**src/rtl/core/pst_ram.sv**
```systemverilog
// ----------------------------------------------------------------------------
// pst_ram
// Generic single-write, single-read RAM with registered read data.
// ----------------------------------------------------------------------------
module pst_ram #(
    parameter int WIDTH = 8,
    parameter int DEPTH = 32
) (
    input  logic                     clk,
    input  logic                     wr_en,
    input  logic [$clog2(DEPTH)-1:0] wr_addr,
    input  logic [WIDTH-1:0]         wr_data,
    input  logic [$clog2(DEPTH)-1:0] rd_addr,
    output logic [WIDTH-1:0]         rd_data
);

    logic [WIDTH-1:0] mem [DEPTH];

    always_ff @(posedge clk)
    begin
        if (wr_en)
        begin
            mem[wr_addr] <= wr_data;
        end
        rd_data <= mem[rd_addr];
    end

endmodule

```
**config.mk**
```make
export PLATFORM = sky130hd
export DESIGN_NAME = pst_ram
export DESIGN_NICKNAME = d
export VERILOG_FILES = /design/src/rtl/core/pst_ram.sv
export SDC_FILE = /design/constraint.sdc
export NUM_CORES = 1
export LEC_CHECK = 0
export BUFFER_PORTS_ARGS = -buffer_cell sky130_fd_sc_hd__buf_4
export CAP_MARGIN = 20
export CORE_MARGIN = 1
export CORE_UTILIZATION = 35
export DETAILED_ROUTE_END_ITERATION = 10
export GPL_TIMING_DRIVEN = 1
export PLACE_DENSITY = 0.52
export SETUP_SLACK_MARGIN = 0.3
export SLEW_MARGIN = 40
export SYNTH_ARGS = -nofsm -noshare
export SYNTH_HDL_FRONTEND = slang
export SYNTH_SLANG_ARGS = --single-unit
```
**constraint.sdc**
```tcl
create_clock -name clk -period 3.1 [get_ports clk]
set_input_delay 0.62 -clock clk [delete_from_list [all_inputs] [get_ports clk]]
set_output_delay 0.62 -clock clk [all_outputs]
set_load 0.05 [all_outputs]
```
==> summary.md <==
| Metric | Value |
|---|---|
| Run status | `finished clean` |
| Total GRT Usage | `about 15%` |
| CTS Buf Count | `26` |
| Final Max Slew Viols | `0` |
| Slew of the pin with the lowest slew margin | `approximately 760 ps` |
| Number of primary I/O pins | `28` |
| Final Skew | `7.60 ps` |
| Syn_nets | `437` |
| Post-Route WL | `21400 um` |
| DRT Pass-1 Iters | `4` |
| Commonest non-fill, non-tap cell in the layout | `edfxtp_1` |
| Worst slew margin | `49.4%` |
| Syn Std Cell Area | `10100 sq um` |
| Post-CTS Setup Inserts | `0` |
| Most frequent cells in the layout | `edfxtp_1 (256), mux4_2 (80), buf_4 (56)` |
| Flops & latches, synth | `264` |
| Die footprint | `just under 30000 sq um` |
| Critical path cell sequence | `buf_4, buf_12, mux4_2, mux4_2, mux2_2` |
| Drt wl/cell | `24.2 um` |
| TritonCTS clock tree | `built` |
| Antenna viol nets, final | `0` |
| DR DRC count | `0` |
| Setup TNS | `0 ps` |
| GP Congestion | `0.754` |
| CP most frequent cell | `mux4_2` |
| Worst path bufs/invs | `2` |
| Clk Latency, worst-skew pair | `approximately 510 ps` |
| Layout cells sized above 1 | `36.7%` |
| Peak VDD IR | `0.374 mV` |
| # setup viols final | `0` |
| FF/Latch Area | `7850 sq um` |
| Number of global-route vias before repair | `4639` |
| Clock-pin transition on the worst setup and hold timing paths | `approximately 60 ps` |
| Fin crit period | `2060 ps` |
| Via count | `4476` |
| Vias per std cell | `5.07` |
| Sequential share of the synthesized area | `78.1%` |
| Placed Area | `10900 sq um` |
| PostCTS Resize Cnt | `0` |
| Worst Setup SP | `rd_addr[0]` |
| Port buffer count | `27` |
| Syn Inst Count | `417` |
| Die Ht | `171 um` |
| H-tree depth | `1` |
| Initial core utilization | `35.9%` |
| Final instance area | `11700 sq um` |
| Row count | `61` |
| Static leakage | `0.00369 uW` |
| Fillcell total | `between 2k and 2.5k` |
| Delay-heaviest family, CP | `multiplexers` |
| Setup CP Type | `input port to register` |
| Cts hold-fix bufs | `0` |
| Hold Path Origin | `rd_addr[3]` |
| Worst path required time | `roughly 3500 ps` |
| Max cap viols | `0` |
| Core area | `28000 sq um` |
| CTS Buffer Depth | `3` |
| Startpoint Class | `input port` |
| GRT Residual Overflow | `0` |
| Crit-path max cell delay | `around 570 ps` |
| Final Util | `between 40% and 50%` |
| Tcrit/Tclk final | `66.4%` |
| CTS Sinks | `264` |
| Root buffer cell | `clkbuf_16` |
| Peak Freq | `486 MHz` |
| ANT cells | `0` |
| Inst Count DP | `836` |
| Crit path max-delay cell type | `mux4_2` |
| Hold Crit Class | `input port to register` |
| RSZ-0062 raised after global routing | `no` |
| Post-DP HPWL | `13700 um` |
| Multi-input logic area | `about 2100 sq um` |
| Reg2reg start | `mem[23][2]` |
| Largest net degree at the start of global routing | `33` |
| Nets | `506` |
| Mean area per synthesized cell | `24.1 sq um` |
| Iteration-0 DRC Markers | `380` |
| Global-route wire length before repair | `32000 um` |
| Pwr Density | `628 nW/um^2` |
| Yosys cell types | `15` |
| Area Overhead vs Synth | `16.8%` |
| Final cell count without fillers | `approximately 900` |
| WP data arrival | `roughly 2500 ps` |
| Yosys warnings | `0` |
| Critical Path Sink Type | `register` |
| Initial antenna violation count | `0` |
| Die X | `approximately 170 um` |
| Crit-path max FO | `22` |
| Final hold viol count | `0` |
==> per-stage QoR <==
stage          setup slack (ps)  power (uW)  hold slack [ps]
3_3_place_gp                511        4520              898
5_1_grt                    1030        7620              464
4_1_cts                    1040        7460              456
6_report                   1040        7380              470
3_5_place_dp                504        4530              901
2_1_floorplan               678        4320              719
==> Yosys cell counts <==
master,instances,area share [%]
buf_1,6,0.22
buf_2,1,0.050
buf_4,6,0.45
buf_6,1,0.11
clkbuf_1,6,0.22
dfxtp_1,8,1.6
edfxtp_1,256,76
mux2_2,8,0.90
mux4_2,80,18
nand2_1,1,0.037
nand3_1,2,0.10
nand3b_1,5,0.37
nor2_1,33,1.2
or3_1,1,0.062
or3b_2,3,0.26
==> flip-flops by register name, indices dropped and copies added (netlist names) <==
register	cells
rd_data	8
mem	256
==> path summary, 6_finish.rpt <==
path                            slack, ps          to  cells after the start
worst max-delay path                 1040  rd_data[6]                      5
worst min-delay path                  470  rd_data[0]                      2
worst max register to register       1270  rd_data[2]                      3
worst min register to register        910  rd_data[6]                      3
==> area by class of cell <==
cell class / instances / area share (%)
Tap cell: 378 / 4.03
Clock buffer: 35 / 6.18
Multi-Input combinational cell: 133 / 17.9
Sequential cell: 264 / 66.9
Timing Repair Buffer: 61 / 4.43
Clock inverter: 11 / 0.608
==> cells by family (layout without fill, tap and decap cells) <==
logic type | Yosys count | count (layout) | share of synthesized area [%]
buf+inv | 20 | 107 | 1.06
simple gates | 45 | 45 | 2.07
flops | 264 | 264 | 78.1
mux | 88 | 88 | 18.8
==> per-layer routing <==
metal	part of all wire, %	routed length [um]	GRT usage (%)	up-vias
li1	-	-	-	1912
met1	46	9920	21.9	2469
met2	49	10500	24.7	74
met3	3.2	687	2.16	21
met4	1.3	271	3.38	0
met5	0	0	0	-
==> power by group <==
group / internal [uW] / switching [uW]
Combinational: 187 / 265
Clock: 1710 / 1230
Sequential: 3970 / 15.0
Power figures use the tool's default switching activity.
