### src/rtl/core/pst_pkg.sv
// ----------------------------------------------------------------------------
// pst_pkg
// Shared types and constants of the peer slot table.
// ----------------------------------------------------------------------------
package pst_pkg;

    localparam int DEF_CAPACITY = 32;

    localparam int ID_W   = 16;
    localparam int ADDR_W = 64;
    localparam int SOCK_W = 17;
    localparam int ACT_W  = 3;
    localparam int SLOT_W = 5;
    localparam int OCC_W  = 6;

    localparam int IN_DATA_W  = 168;
    localparam int OUT_DATA_W = 176;

    localparam logic [ACT_W-1:0] ACT_ADD       = 3'd0;
    localparam logic [ACT_W-1:0] ACT_COPY      = 3'd1;
    localparam logic [ACT_W-1:0] ACT_DELETE    = 3'd2;
    localparam logic [ACT_W-1:0] ACT_FIND_ID   = 3'd3;
    localparam logic [ACT_W-1:0] ACT_FIND_SOCK = 3'd4;

    localparam logic [1:0] MODE_NONE = 2'd0;
    localparam logic [1:0] MODE_FREE = 2'd1;
    localparam logic [1:0] MODE_ID   = 2'd2;
    localparam logic [1:0] MODE_SOCK = 2'd3;

    typedef struct packed {
        logic              valid;
        logic [ID_W-1:0]   id;
        logic [ADDR_W-1:0] addr_high;
        logic [ADDR_W-1:0] addr_low;
        logic [SOCK_W-1:0] sock;
    } entry_t;

    typedef struct packed {
        logic [1:0]        mode;
        logic [ID_W-1:0]   id;
        logic [SOCK_W-1:0] sock;
    } match_key_t;

endpackage

### src/rtl/core/pst_match.sv
// ----------------------------------------------------------------------------
// pst_match
// Shared compare unit: tests one table entry against the search key.
// ----------------------------------------------------------------------------
module pst_match (
    input  pst_pkg::entry_t     entry,
    input  pst_pkg::match_key_t key,
    output logic                match
);

    always_comb
    begin
        case (key.mode)
            pst_pkg::MODE_FREE: match = !entry.valid;
            pst_pkg::MODE_ID:   match = entry.valid && (entry.id == key.id);
            pst_pkg::MODE_SOCK: match = entry.valid && (entry.sock == key.sock);
            default:            match = 1'b0;
        endcase
    end

endmodule

### config.mk
export PLATFORM = sky130hd
export DESIGN_NAME = pst_match
export DESIGN_NICKNAME = d
export VERILOG_FILES = /design/src/rtl/core/pst_pkg.sv /design/src/rtl/core/pst_match.sv
export SDC_FILE = /design/constraint.sdc
export NUM_CORES = 1
export LEC_CHECK = 0
export BUFFER_PORTS_ARGS = -buffer_cell sky130_fd_sc_hd__buf_2
export CORE_AREA = 2 2 76 78
export DETAILED_ROUTE_END_ITERATION = 8
export DIE_AREA = 0 0 78 80
export PLACE_DENSITY_LB_ADDON = 0.15
export SYNTH_ARGS = -nofsm -noshare
export SYNTH_HDL_FRONTEND = slang
export SYNTH_SLANG_ARGS = --single-unit
### constraint.sdc
create_clock -name vclk -period 3.4
set_input_delay 0.68 -clock vclk [all_inputs]
set_output_delay 0.68 -clock vclk [all_outputs]
set_load 0.05 [all_outputs]
==> metrics.txt <==
crit-path max cell delay=0.41 ns; required time worst endpoint=2.72 ns; Routability Congestion=0.660; crit-path leading delay family=buffers and inverters; Slew headroom=0.731; filler cell count=661; RSZ-0062 raised after global routing=false; Nets=317; row count=27; initial antenna violation count=2; cts hold-fix bufs=0; Max IR drop VDD=0.0000314 V; total of max-cap violations=0; Starting DRT DRC Count=4; Synth cell types=11; via count=590; min cycle time layout=2.65 ns; via/cell ratio=3.07; post-DR wirelength/cell=10.7 µm; met2 usage=0.0940; setup_tns=0 ns; first-pass GRT wire length=3130 µm; I/O pin count=198; Die ar.=0.00624 mm²; Area Overhead vs Synth=109%; GRT Util Overall=0.0645; largest net degree at the start of global routing=4; LEAKAGE=0.000411 µW; Buffers on Ports=70; period utilization=0.780; f_max=0.377 GHz; grt met1 use=0.0913; Total Routed Length=2050 µm; Hold WC Path Type=in2out; syn avg cell area=8.50 µm²; # clk buffers=0; Chip Width=78 µm; worst setup path endpoint=match; crit path max fanout=2; WP depth=6; DRT antenna net count=0; Hold Vio Cnt, Final=0; vias in the first global route=656; final instance area=853 µm²; GRT busiest layer=met2; CP Launch Type=primary input; CP Data Arrival Time=1.97 ns; CP dominant cell by count=buf_2; Post-DP Area=848 µm²; GR Util met3=0.0305; detailed placement HPWL=2040 µm; post-cts resize count=0; CP endpoint kind=primary output; Max Slew Vio Count=0; status=finished, final reports clean; Final setup viols=0; CP startpoint=key[10]; sequential element share of the synthesized area=0; buffer count from post-CTS setup fixing=0; share of layout cells above drive strength 1=0.627; sequential cell area=0 µm²; Synth Warn #=0; Slew @ Worst Pin=0.400 ns; Post-Synthesis Cells=48; FFs & Latches=0; drt pass-1 iters=2; critical-path cell list=buf_2 -> xor2_1 -> nor4_1 -> a41oi_1 -> o41ai_2 -> buf_2; chip height=80 µm; Cell Area, Synth=408 µm²; core area=0.00541 mm²; WS Path Type=in2out; starting density of the core=0.0755; post-synth net total=245; CP max-delay cell=nor4_1; drt drc=0; grt ovf=0; crit path buf inv count=2; PwrDens=103 mW/mm²
-- how the worst min path moves through the flow --
stage | start | to | slack, ns | depth (start not counted)
2_1_floorplan | key[33] | match | 1.65 | 2
3_3_place_gp | key[24] | match | 1.90 | 4
3_5_place_dp | key[24] | match | 1.89 | 4
4_1_cts | key[24] | match | 1.89 | 4
5_1_grt | key[24] | match | 1.94 | 4
6_report | key[24] | match | 1.88 | 4
-- synth_stat cells, drive strengths merged --
master	number	area share
xnor2	12	0.26
nor4	4	0.11
xor2	21	0.45
nor3b	1	0.018
a41oi	1	0.021
o41ai	1	0.040
nand2	1	0.0092
nand4	4	0.061
nor3	2	0.025
nor2	1	0.0092
-- where the power goes --
part / total, µW / switching [µW] / internal (µW)
sequential: 0 / 0 / 0
clock: 0.0000788 / 0 / 0.0000788
combinational: 88.0 / 36.6 / 51.3
total: 88.0 / 36.6 / 51.3
-- worst min-delay path, cell delays in order --
cell     delay (ns)
buf_2          0.08
xor2_1         0.15
o41ai_2        0.08
buf_2          0.20
-- metal layers --
metal	part of all wire	up-vias	wire length, µm
met5	0	-	0
met4	0	0	0
met3	0.14	0	294
met2	0.36	48	733
met1	0.50	228	1020
li1	-	314	-
-- through the flow --
stage	worst slack (ns)	cells	total power [µW]	hold WS [ns]	util
2_1_floorplan	0.582	48	38.2	1.65	-
3_5_place_dp	0.693	190	89.8	1.89	0.157
4_1_cts	0.689	190	90.0	1.89	0.157
5_1_grt	0.607	190	98.8	1.94	0.157
6_report	0.749	192	88.0	1.88	0.158
3_3_place_gp	0.708	190	88.0	1.90	0.157
-- layout make-up --
class	count	area, µm²	share of cell area
multi-input cells	48	408	0.478
repair buffers	70	350	0.411
well taps	72	90.1	0.106
diodes	2	5.00	0.00587
-- placed cells by master (no fill, tap or decap) --
cell and instances:
a41oi_1 1, nor3_1 2, nor2_1 1, buf_2 70
xor2_1 21, nor3b_1 1, nor4_1 1, nor4_2 3
xnor2_1 12, o41ai_2 1, diode_2 2, nand2_1 1
nand4_1 4
-- logic make-up after synthesis --
family | after synthesis | synth area share
xor gates and xnor gates | 33 | 0.709
and+or+nand+nor | 13 | 0.230
AOI/OAI and AO/OA | 2 | 0.0614
No activity file was read; power rests on OpenSTA's default activity.
